===== src/hw/rtl/dksr_pkg.sv =====
// Shared types and constants for the Dirac kinetic spinor rotation core.
// Holds the channel payload structs, the queue entry and the fixed-point constants.
// No dependencies.
package dksr_pkg;

  // Input request: spinor in Q1.15 and wave vector in Q3.12.
  typedef struct packed {
    logic signed [15:0] comp0_re;
    logic signed [15:0] comp0_im;
    logic signed [15:0] comp1_re;
    logic signed [15:0] comp1_im;
    logic signed [15:0] comp2_re;
    logic signed [15:0] comp2_im;
    logic signed [15:0] comp3_re;
    logic signed [15:0] comp3_im;
    logic signed [15:0] wave_x;
    logic signed [15:0] wave_y;
    logic signed [15:0] wave_z;
  } dksr_in_t;

  // Result request: rotated spinor in Q1.15.
  typedef struct packed {
    logic signed [15:0] out0_re;
    logic signed [15:0] out0_im;
    logic signed [15:0] out1_re;
    logic signed [15:0] out1_im;
    logic signed [15:0] out2_re;
    logic signed [15:0] out2_im;
    logic signed [15:0] out3_re;
    logic signed [15:0] out3_im;
  } dksr_out_t;

  typedef logic [15:0] word_t;

  // Classified request as it sits in the queue between front and back.
  typedef struct packed {
    word_t [7:0] spin;   // index 2*n is component n real, 2*n+1 imaginary
    word_t [2:0] wave;   // index 0 is x, 1 is y, 2 is z
    logic [31:0] ksq;    // |k|^2 in Q8.24
    logic        zero;   // wave vector is exactly zero
  } dksr_item_t;

  localparam int QUEUE_DEPTH = 4;
  localparam logic [15:0] TIME_STEP_RESET = 16'd8192;

  // Pipeline lengths set by the fixed operand widths.
  localparam int SQ_STEPS  = 24;  // one root bit per stage
  localparam int DIV_STEPS = 31;  // one quotient bit per stage
  localparam int SC_STAGES = 12;  // phase and sine/cosine lane
  localparam int DLY_STAGES = DIV_STEPS - SC_STAGES;

  localparam logic [27:0] INV_PI_K    = 28'd170891319;   // round(2^29/pi)
  localparam logic [30:0] HALF_PI_Q30 = 31'd1686629713;  // pi/2 in Q30
  localparam logic [30:0] ONE_Q30     = 31'h4000_0000;

  // Series divisors, innermost first, and their reciprocals in Q30.
  localparam logic [6:0] SIN_DIV [4] = '{7'd72, 7'd42, 7'd20, 7'd6};
  localparam logic [6:0] COS_DIV [4] = '{7'd90, 7'd56, 7'd30, 7'd12};
  localparam logic [27:0] SIN_RCP [4] = '{
    28'((64'd1 << 30) / 64'd72), 28'((64'd1 << 30) / 64'd42),
    28'((64'd1 << 30) / 64'd20), 28'((64'd1 << 30) / 64'd6)};
  localparam logic [27:0] COS_RCP [4] = '{
    28'((64'd1 << 30) / 64'd90), 28'((64'd1 << 30) / 64'd56),
    28'((64'd1 << 30) / 64'd30), 28'((64'd1 << 30) / 64'd12)};

endpackage


===== src/hw/rtl/dksr_queue.sv =====
// Short queue between the front end and the arithmetic back end.
// Depends on dksr_pkg.
module dksr_queue #(
  parameter int DEPTH = dksr_pkg::QUEUE_DEPTH
) (
  input  logic                 clk,
  input  logic                 rst_n,
  input  logic                 push_vld,
  output logic                 push_rdy,
  input  dksr_pkg::dksr_item_t push_item,
  output logic                 head_vld,
  input  logic                 pop,
  output dksr_pkg::dksr_item_t head_item
);
  import dksr_pkg::*;

  localparam int PW = (DEPTH > 1) ? $clog2(DEPTH) : 1;
  localparam int CW = $clog2(DEPTH + 1);

  dksr_item_t      mem_r [DEPTH];
  logic [PW-1:0]   wr_r, rd_r;
  logic [CW-1:0]   cnt_r;
  logic            do_push, do_pop;

  assign push_rdy  = (cnt_r != CW'(DEPTH));
  assign head_vld  = (cnt_r != '0);
  assign head_item = mem_r[rd_r];
  assign do_push   = push_vld && push_rdy;
  assign do_pop    = pop && head_vld;

  // Pointers and fill count.
  always_ff @(posedge clk) begin
    if (!rst_n) begin
      wr_r  <= '0;
      rd_r  <= '0;
      cnt_r <= '0;
    end else begin
      if (do_push) begin
        wr_r <= (wr_r == PW'(DEPTH - 1)) ? '0 : wr_r + 1'b1;
      end
      if (do_pop) begin
        rd_r <= (rd_r == PW'(DEPTH - 1)) ? '0 : rd_r + 1'b1;
      end
      if (do_push && !do_pop) begin
        cnt_r <= cnt_r + 1'b1;
      end else if (do_pop && !do_push) begin
        cnt_r <= cnt_r - 1'b1;
      end
    end
  end

  // Entry storage.
  always_ff @(posedge clk) begin
    if (do_push) begin
      mem_r[wr_r] <= push_item;
    end
  end

endmodule


===== config.mk =====
export PLATFORM = sky130hd
export DESIGN_NAME = dksr_queue
export DESIGN_NICKNAME = d
export VERILOG_FILES = /design/src/hw/rtl/dksr_pkg.sv /design/src/hw/rtl/dksr_queue.sv
export SDC_FILE = /design/constraint.sdc
export NUM_CORES = 1
export LEC_CHECK = 0
export BUFFER_PORTS_ARGS = -buffer_cell sky130_fd_sc_hd__buf_2
export CAP_MARGIN = 20
export CORE_MARGIN = 2
export CORE_UTILIZATION = 54
export CTS_CLUSTER_DIAMETER = 200
export DETAILED_ROUTE_END_ITERATION = 7
export PLACE_DENSITY_LB_ADDON = 0.3
export SETUP_SLACK_MARGIN = 0.2
export SLEW_MARGIN = 20
export SYNTH_ARGS = -nofsm -noshare
export SYNTH_HDL_FRONTEND = slang
export SYNTH_SLANG_ARGS = --single-unit

===== constraint.sdc =====
create_clock -name clk -period 12.5 [get_ports clk]
set_input_delay 0.625 -clock clk [delete_from_list [all_inputs] [get_ports clk]]
set_output_delay 0.625 -clock clk [all_outputs]
set_load 0.05 [all_outputs]

==> flow_summary_export.csv <==
group,metric,value,unit
min_path,min_path_type,"input pin to flip-flop",
drt,dr_wl_met3,5.37,mm
cts,htreeDepth,3,
worst_setup_path,endpoint_kind,"primary output",
drt,drt-total-wl,58.8,mm
drt,routedWlPerCell,24.0,µm
drt,vias_per_cell,5.58,
sta,max-slew-margin-rel,30.9,%
finish,final_layout_size_suffix_gt1_share,46.1,%
cts,post_cts_resized,0,
cts,cts.path.max_buffers,3,
cts,post_cts_buffers,0,
sta,max_clock_freq,0.213,GHz
finish,nets,1840,
sta,setup_tns,0,ns
global_route,grt-ovfl-total,0,
placed_design,placed_area,0.0335,mm²
worst_setup_path,worstPathArrival,4.07,ns
yosys,yosys.area.top_type,"edfxtp_1",
finish,fill_cells,3688,
cts,numClockSinks,845,
power_and_ir_drop,leakagePower,12.0,nW
drt,wl_met2,29.5,mm
sta,setup_ws,7.80,ns
sta,worst_pin_slew,1.04,ns
flow_run,cap_violations,0,
cts,clk_latency,0.62,ns
global_route,grt_pass1_wl,89.1,mm
global_route,antenna_found_initial,20,
floorplanning,ios,424,
yosys,synth-main-ff-cell,"edfxtp_1",
yosys,synth.distinct_cells,27,
floorplanning,dieHeight,242,µm
sta,skew,0.0168,ns
yosys,yosysMostFrequentCell,"edfxtp_1",
floorplanning,core,0.0562,mm²
placed_design,dp_slack,8.31,ns
worst_setup_path,worst_setup_path_start_kind,"flip-flop",
floorplanning,die_x,242,µm
yosys,synth_edf_count,836,
drt,first_pass_iters,5,
cts,tritoncts,"built",
yosys,syn_area,0.0306,mm²
floorplanning,initial_core_util,54.4,%
power_and_ir_drop,power_density,229,mW/mm²
yosys,synth_nets,1362,
drt,vias,13700,
yosys,ys_ff_latch,845,
drt,drc,0,
placed_design,hpwl,35.5,mm
floorplanning,fp-row-count,87,
floorplanning,design.die.area,0.0585,mm²
global_route,grt.total_usage,20.3,%
yosys,syn_inst,1142,
placed_design,placement.io_buffers,423,
drt,route.top_layer_used,"met5",
power_and_ir_drop,max-vdd-ir-drop,0.171,mV
drt,wl_met1,22.8,mm
global_route,grt_pass1_vias,14300,
yosys,syn_avg_cell_area,26.8,µm²
sta,final_max_slew_viol_count,0,
sta,fin_crit,4.70,ns
cts,cts_buffers,81,
global_route,grt_max_degree,70,
drt,postRouteAntennaNets,0,
yosys,ys_async_sr_fraction,0,%
sta,timing.final.hold_violations,0,
placed_design,gp_congestion,0.754,
power_and_ir_drop,p_total,8.30,mW
yosys,yosys-top-cells-area,"edfxtp_1 82%, mux4_2 15%, dfxtp_1 0.59%",
sta,holdWs,0.217,ns
drt,drt_iter0_markers,873,
finish,stdcell_area,0.0362,mm²
run_status,status,"finished clean",
yosys,ys_warn_count,0,
yosys,yosysSeqAreaShare,82.7,%
cts,cts_hold_buf,0,
worst_setup_path,worstSetupPathType,"flip-flop to primary output",
yosys,yosysTopAreaCellShare,82.1,%
worst_setup_path,critical_path_required,11.88,ns
yosys,synth_common_cells,"836 x edfxtp_1, 209 x mux4_2, 23 x buf_2",
worst_setup_path,crit_fanout,49,
sta,finalSetupViolCount,0,
cts,path_clk_slew,0.06,ns
finish,syn2layout_area_growth,18.5,%
sta,fin_crit_sh,37.6,%
cts,clockRootBuffer,"clkbuf_16",
sta,rsz0062_at_grt,"no",
## cell type report
class	count	area (µm²)	share of cell area [%]
Tap cell	756	946	2.61
Multi-Input combinational cell	246	5000	13.8
Clock inverter	45	553	1.53
Timing Repair Buffer	443	2290	6.31
Sequential cell	845	25300	69.8
Clock buffer	99	2120	5.84
Inverter	3	11.3	0.0311
Antenna cell	9	22.5	0.0622
## cell families after synthesis
| family | Yosys count | share of synthesized area, % |
|---|---|---|
| AOI/OAI and AO/OA | 6 | 0.115 |
| xor gates and xnor gates | 2 | 0.0573 |
| adders and majority gates | 7 | 0.311 |
| buffers and inverters | 51 | 1.01 |
| DFF | 845 | 82.7 |
| muxes | 211 | 15.5 |
| and+or+nand+nor | 20 | 0.360 |
## layer usage
| layer | GRT usage [%] | up-vias |
|---|---|---|
| met5 | 0 | - |
| met4 | 5.92 | 24 |
| met3 | 6.88 | 83 |
| met2 | 32.7 | 468 |
| met1 | 26.7 | 7139 |
| li1 | - | 5936 |
## state kept, by name (all words and copies together) (netlist names), named ones only
register,count
mem_r,836
wr_r,2
rd_r,2
cnt_r,3
## per-stage QoR
step	util (%)	cells
3_3_place_gp	59.7	2292
5_1_grt	64.5	2441
4_1_cts	64.4	2436
6_report	64.5	2446
3_5_place_dp	59.7	2292
2_1_floorplan	-	1142
## worst max-delay path: stages (launching register included)
cell and delay, ns:
dfxtp_4 0.75, buf_4 0.80, buf_4 0.85, mux4_2 0.64, buf_2 0.23
## cells in the final DEF, fill, tap and decap left out, types with 5 or more instances in the layout
cell type  synthesis  layout
mux4_2           209     209
bufinv_16          0      11
ha_1               6       6
clkbuf_16          0      82
buf_2             23     423
clkbuf_1           4      17
diode_2            0       9
buf_4              2      19
clkinv_1           0      11
nand2_1            5       5
clkinv_2           0      10
edfxtp_1         836     836
dfxtp_1            9       7
## power breakdown
group | switching (mW) | internal (mW)
Sequential | 0.0936 | 3.44
Combinational | 1.66 | 0.677
Clock | 0.992 | 1.44
## path summary, 6_finish.rpt
check / startpoint / end / slack, ns / depth (start not counted)
max: flip-flop / head_item[141] / 7.80 / 4
min: push_item[31] / mem_r[0][31] / 0.22 / 1
max reg2reg: cnt_r[0] / mem_r[2][126] / 9.05 / 4
min reg2reg: wr_r[1] / wr_r[1] / 0.50 / 2
Note: power is estimated with default switching activity, not from simulation.
