<file path="src/hw/rtl/dksr_pkg.sv">
// Shared types and constants for the Dirac kinetic spinor rotation core.
// Holds the channel payload structs, the queue entry and the fixed-point constants.
// No dependencies.
package dksr_pkg;

  // Input request: spinor in Q1.15 and wave vector in Q3.12.
  typedef struct packed {
    logic signed [15:0] comp0_re;
    logic signed [15:0] comp0_im;
    logic signed [15:0] comp1_re;
    logic signed [15:0] comp1_im;
    logic signed [15:0] comp2_re;
    logic signed [15:0] comp2_im;
    logic signed [15:0] comp3_re;
    logic signed [15:0] comp3_im;
    logic signed [15:0] wave_x;
    logic signed [15:0] wave_y;
    logic signed [15:0] wave_z;
  } dksr_in_t;

  // Result request: rotated spinor in Q1.15.
  typedef struct packed {
    logic signed [15:0] out0_re;
    logic signed [15:0] out0_im;
    logic signed [15:0] out1_re;
    logic signed [15:0] out1_im;
    logic signed [15:0] out2_re;
    logic signed [15:0] out2_im;
    logic signed [15:0] out3_re;
    logic signed [15:0] out3_im;
  } dksr_out_t;

  typedef logic [15:0] word_t;

  // Classified request as it sits in the queue between front and back.
  typedef struct packed {
    word_t [7:0] spin;   // index 2*n is component n real, 2*n+1 imaginary
    word_t [2:0] wave;   // index 0 is x, 1 is y, 2 is z
    logic [31:0] ksq;    // |k|^2 in Q8.24
    logic        zero;   // wave vector is exactly zero
  } dksr_item_t;

  localparam int QUEUE_DEPTH = 4;
  localparam logic [15:0] TIME_STEP_RESET = 16'd8192;

  // Pipeline lengths set by the fixed operand widths.
  localparam int SQ_STEPS  = 24;  // one root bit per stage
  localparam int DIV_STEPS = 31;  // one quotient bit per stage
  localparam int SC_STAGES = 12;  // phase and sine/cosine lane
  localparam int DLY_STAGES = DIV_STEPS - SC_STAGES;

  localparam logic [27:0] INV_PI_K    = 28'd170891319;   // round(2^29/pi)
  localparam logic [30:0] HALF_PI_Q30 = 31'd1686629713;  // pi/2 in Q30
  localparam logic [30:0] ONE_Q30     = 31'h4000_0000;

  // Series divisors, innermost first, and their reciprocals in Q30.
  localparam logic [6:0] SIN_DIV [4] = '{7'd72, 7'd42, 7'd20, 7'd6};
  localparam logic [6:0] COS_DIV [4] = '{7'd90, 7'd56, 7'd30, 7'd12};
  localparam logic [27:0] SIN_RCP [4] = '{
    28'((64'd1 << 30) / 64'd72), 28'((64'd1 << 30) / 64'd42),
    28'((64'd1 << 30) / 64'd20), 28'((64'd1 << 30) / 64'd6)};
  localparam logic [27:0] COS_RCP [4] = '{
    28'((64'd1 << 30) / 64'd90), 28'((64'd1 << 30) / 64'd56),
    28'((64'd1 << 30) / 64'd30), 28'((64'd1 << 30) / 64'd12)};

endpackage

</file>
<file path="src/hw/rtl/dksr_front.sv">
// Front end: accepts input requests, squares the wave vector and flags zero k.
// Depends on dksr_pkg.
module dksr_front (
  input  logic                 clk,
  input  logic                 rst_n,
  input  logic                 in_valid,
  output logic                 in_ready,
  input  dksr_pkg::dksr_in_t   in_data,
  output logic                 item_vld,
  input  logic                 item_rdy,
  output dksr_pkg::dksr_item_t item
);
  import dksr_pkg::*;

  logic       vld_r;
  dksr_item_t item_r, item_nxt;
  logic signed [31:0] sq_x, sq_y, sq_z;

  assign in_ready = !vld_r || item_rdy;
  assign item_vld = vld_r;
  assign item     = item_r;

  // Square magnitude and zero test of the wave vector.
  always_comb begin
    sq_x = in_data.wave_x * in_data.wave_x;
    sq_y = in_data.wave_y * in_data.wave_y;
    sq_z = in_data.wave_z * in_data.wave_z;
    item_nxt.spin[0] = in_data.comp0_re;
    item_nxt.spin[1] = in_data.comp0_im;
    item_nxt.spin[2] = in_data.comp1_re;
    item_nxt.spin[3] = in_data.comp1_im;
    item_nxt.spin[4] = in_data.comp2_re;
    item_nxt.spin[5] = in_data.comp2_im;
    item_nxt.spin[6] = in_data.comp3_re;
    item_nxt.spin[7] = in_data.comp3_im;
    item_nxt.wave[0] = in_data.wave_x;
    item_nxt.wave[1] = in_data.wave_y;
    item_nxt.wave[2] = in_data.wave_z;
    item_nxt.ksq  = 32'(sq_x) + 32'(sq_y) + 32'(sq_z);
    item_nxt.zero = (item_nxt.ksq == 32'd0);
  end

  // Holding register toward the queue.
  always_ff @(posedge clk) begin
    if (!rst_n) begin
      vld_r <= 1'b0;
    end else if (in_ready) begin
      vld_r <= in_valid;
    end
  end

  always_ff @(posedge clk) begin
    if (in_valid && in_ready) begin
      item_r <= item_nxt;
    end
  end

endmodule

</file>
<file path="config.mk">
export PLATFORM = sky130hd
export DESIGN_NAME = dksr_front
export DESIGN_NICKNAME = d
export VERILOG_FILES = /design/src/hw/rtl/dksr_pkg.sv /design/src/hw/rtl/dksr_front.sv
export SDC_FILE = /design/constraint.sdc
export NUM_CORES = 2
export LEC_CHECK = 0
export BUFFER_PORTS_ARGS = -buffer_cell sky130_fd_sc_hd__buf_2
export CORE_UTILIZATION = 35
export CTS_CLUSTER_DIAMETER = 200
export CTS_CLUSTER_SIZE = 25
export DETAILED_ROUTE_END_ITERATION = 10
export PLACE_DENSITY = 0.52
export SLEW_MARGIN = 5
export SYNTH_ARGS = -nofsm -noshare
export SYNTH_HDL_FRONTEND = slang
export SYNTH_SLANG_ARGS = --single-unit
</file>
<file path="constraint.sdc">
create_clock -name clk -period 14.6 [get_ports clk]
set_clock_uncertainty 0.1 [all_clocks]
set_input_delay 2.92 -clock clk [delete_from_list [all_inputs] [get_ports clk]]
set_output_delay 2.92 -clock clk [all_outputs]
set_load 0.02 [all_outputs]
</file>
==> flow_results.org <==
** Outcome
- Run status :: complete, no violations

** STA
- Tightest hold margin :: 0.441 ns
- Headroom to the max-slew limit came out at 34.8%.
- Setup repair after global routing left no endpoint under its margin.
- The clock period could shrink to 12.25 ns.
- The final critical path takes up 83.9% of the cycle.
- For the pin with the worst max-slew slack, the measured transition is 0.978 ns.
- The count of pins over their slew limit was 0.
- The count of final hold-check violations was 0.
- Summed negative setup slack over all endpoints :: 0 ns
- Setup violations remaining at the end of the flow were counted as 0.
- Upper clock frequency limit :: 0.0816 GHz

** Drt
- Detailed router's first-iteration violation count :: 797
- Detailed-route vias per instance :: 4.37
- Post-route ant nets :: 0
- In the routed design, unresolved DRC markers number 0.
- For this block, the via count after detailed routing is 20,100.
- Number of detailed-routing iterations run before antenna repair :: 5
- Wire length per cell :: 17.7 microns
- For this block, the routed nets add up to 81,400 microns of wire.

** Die
- 391 I/O pins were placed.
- Cell row count :: 112
- Area of the core :: 0.0935 sq mm
- Area enclosed by the die boundary :: 0.0958 sq mm
- Initial Util :: 35.4%
- The floorplan step set the die width to 309 microns.
- The die is 309 microns tall.

** Setup path
- Worst Reg-to-Reg Cells :: 4
- Cell family with most CP delay :: adder cells
- Critical Path RT :: 14.90 ns
- Logic depth of the worst setup path including buffers :: 27
- Most numerous cell on the critical path :: sky130_fd_sc_hd__fa_1
- Startpoint of the most critical register-to-register path :: item_vld
- STA classifies the critical path endpoint as a register.
- In this run the register-to-register setup slack is 11.79 ns.
- The setup path with the least slack is of type in -> reg.
- On the worst path, the slowest cell contributes a delay of 0.72 ns.
- For this design, the slowest cell found on the critical path is sky130_fd_sc_hd__and2_1.
- STA classifies the critical path startpoint as an input pin.
- The endpoint identified for the worst register-to-register timing path is item[103].
- CP bufs+invs :: 7
- Crit path max fanout :: 32
- Data arrives at the worst endpoint at 12.55 ns.

** Logic synthesis
- After synthesis, the mean cell area works out to 11.1 sq um.
- Net count after synthesis :: 4,187
- In the post-synthesis netlist, the biggest area contributors are sky130_fd_sc_hd__fa_1 49%, sky130_fd_sc_hd__edfxtp_1 19%, sky130_fd_sc_hd__inv_1 12%, sky130_fd_sc_hd__ha_1 7.9%, sky130_fd_sc_hd__and2_1 2.6%.
- The Yosys step of the flow raised 0 warnings.
- Summing the sequential cell areas from Yosys gives 19.0% of the chip area.
- Synthesis produced a netlist whose cell count is 2,980.
- Post-synth EDFFs :: 209
- The netlist uses 56 different library cells.
- In this run the biggest area consumer among cell types represents 49.5% of the synthesized area.
- The synthesized netlist occupies a cell area of 0.0331 sq mm.
- sky130_fd_sc_hd__fa_1 takes more of the synthesized area than any other cell.
- Synthesized flop and latch total :: 210
- Most used flip-flop cell after synthesis :: sky130_fd_sc_hd__edfxtp_1
- Of all flip-flops after synthesis, the portion carrying an async set or reset was 0%.

** Global route
- The number of global-route vias before repair is 22,200.
- GRT overflow :: 0
- Initial antenna violation count :: 4
- Global routing used 17.7% of the available tracks across all layers.
- The first global-routing pass estimated 126,000 microns of wire.
- Largest net degree at the start of global routing :: 74

** Clock network
- CTS tree :: yes
- Post-CTS timing repair inserted 0 buffers for setup.
- Clock Root Buffer :: sky130_fd_sc_hd__clkbuf_16
- The longest clock path from root to sink contains 3 buffers.
- Hold_buf cts :: 0
- Clock edge transition at the registers on the reported setup and hold paths :: 0.11 ns
- Later-pin clock latency in the skew report :: 0.54 ns
- Buffers inserted during clock tree synthesis total 14.
- CTS built an H-tree with a depth of 1.
- Clk sink count :: 210
- Resize count post-CTS :: 0

** Flow run
- Across the run, the number of max-cap violations was 0.

** Finish
- Number of inserted filler cells in the final layout :: 9,359
- Ant. Diodes :: 0
- Final instance count without filler cells :: 4,594
- Area occupied by multi-input gates :: 0.0227 sq mm
- Cells with a size suffix above 1 make up 13.0% of the layout.
- Fin nets :: 4,539
- Register area :: 0.00630 sq mm
- Relative to the synthesized area, the layout overhead comes to 11.5%.

** Worst hold path
- Hold path startpoint :: item_vld
- The worst hold path terminates at item_vld.
- Type of the worst min-delay path :: reg -> reg
- The worst hold path was traced through 2 stages.

** Placement
- Number of port buffers :: 390
- Final HPWL DP :: 70,100 microns
- Including well taps, the total number of placed cells is 4,570.
- At the end of routability-driven placement, the weighted congestion stood at 0.832.
registers in the layout, indices dropped and copies added, names as in the netlist:
name / cells
item_vld: 1
item: 209
worst register-to-register path, stage by stage (launching register included):
cell and delay (ns):
sky130_fd_sc_hd__dfxtp_1 0.32, sky130_fd_sc_hd__nand2b_1 0.09, sky130_fd_sc_hd__and2_4 0.34, sky130_fd_sc_hd__buf_4 0.62, sky130_fd_sc_hd__buf_4 0.93
synthesized netlist by cell type, types with 5 or more instances:
| library cell | n |
|---|---|
| sky130_fd_sc_hd__inv_1 | 1040 |
| sky130_fd_sc_hd__fa_1 | 818 |
| sky130_fd_sc_hd__edfxtp_1 | 209 |
| sky130_fd_sc_hd__ha_1 | 209 |
| sky130_fd_sc_hd__nand2_1 | 205 |
| sky130_fd_sc_hd__and2_1 | 135 |
| sky130_fd_sc_hd__nor2_1 | 62 |
| sky130_fd_sc_hd__xnor2_1 | 61 |
| sky130_fd_sc_hd__clkbuf_1 | 56 |
| sky130_fd_sc_hd__nor2b_1 | 31 |
| sky130_fd_sc_hd__a21oi_1 | 22 |
| sky130_fd_sc_hd__xor2_1 | 20 |
| sky130_fd_sc_hd__a21o_1 | 14 |
| sky130_fd_sc_hd__nand2b_1 | 10 |
| sky130_fd_sc_hd__o21ai_0 | 8 |
| sky130_fd_sc_hd__or2_2 | 6 |
| sky130_fd_sc_hd__a31oi_1 | 5 |
| sky130_fd_sc_hd__nor3_1 | 5 |
| sky130_fd_sc_hd__o211ai_1 | 5 |
layout by cell type (no fill, tap or decap), drive strengths merged, types with 2 or more instances in the layout:
cell type / count
and2: 135
buf: 393
o21ai: 10
nand4: 2
and3: 3
or4: 3
a221oi: 2
nand2: 205
nor2: 62
o21a: 2
ha: 209
a21boi: 2
or3: 4
a21oi: 24
or2: 6
a211oi: 4
nor2b: 31
nor3: 5
or4b: 2
inv: 1042
xnor2: 61
clkbuf: 20
mux2: 2
xor2: 21
a21o: 14
fa: 818
nand2b: 10
edfxtp: 209
a31o: 3
o211ai: 5
nor4: 2
a31oi: 6
clkinv: 6
a22oi: 2
mux2i: 2
kinds of logic after synthesis:
group,after synthesis,synth area share [%]
buf+inv,1101,12.5
fa+ha+maj,1027,57.4
simple gates,474,7.01
flops,210,19.0
compound gates,82,1.74
xor+xnor,82,2.19
mux,4,0.129
per-layer routing:
| metal | GRT usage, % | wire length, microns |
|---|---|---|
| met1 | 21.2 | 31100 |
| met2 | 33.8 | 46000 |
| met5 | 0 | 35 |
| met3 | 2.23 | 2890 |
| met4 | 3.09 | 1410 |
cell type report:
cell class	count	area share (%)
inverter	1044	10.6
multi-input combinational	1669	61.4
timing repair buffer	393	5.35
tap	1254	4.25
clock inverter	4	0.214
clock buffer	20	1.07
sequential	210	17.1
worst max-delay path by stage:
stage / from / to / slack, ns
5_1_grt: in_data[15] / item[0] / 1.83
2_1_floorplan: in_data[31] / item[0] / 2.90
4_1_cts: in_data[15] / item[0] / 2.35
3_5_place_dp: in_data[15] / item[0] / 1.69
6_report: in_data[31] / item[0] / 2.35
3_3_place_gp: in_data[15] / item[0] / 1.90
per-stage QoR:
step	cell area (sq um)	worst slack, ns	util [%]
6_report	36900	2.35	39.5
5_1_grt	36900	1.83	39.5
4_1_cts	36900	2.35	39.5
3_5_place_dp	36400	1.69	39.0
3_3_place_gp	36400	1.90	39.0
2_1_floorplan	33100	2.90	-
Power is left out: the tool's default activity adds up to more than one toggle a clock period on the data nets, which glitch-free logic cannot reach.
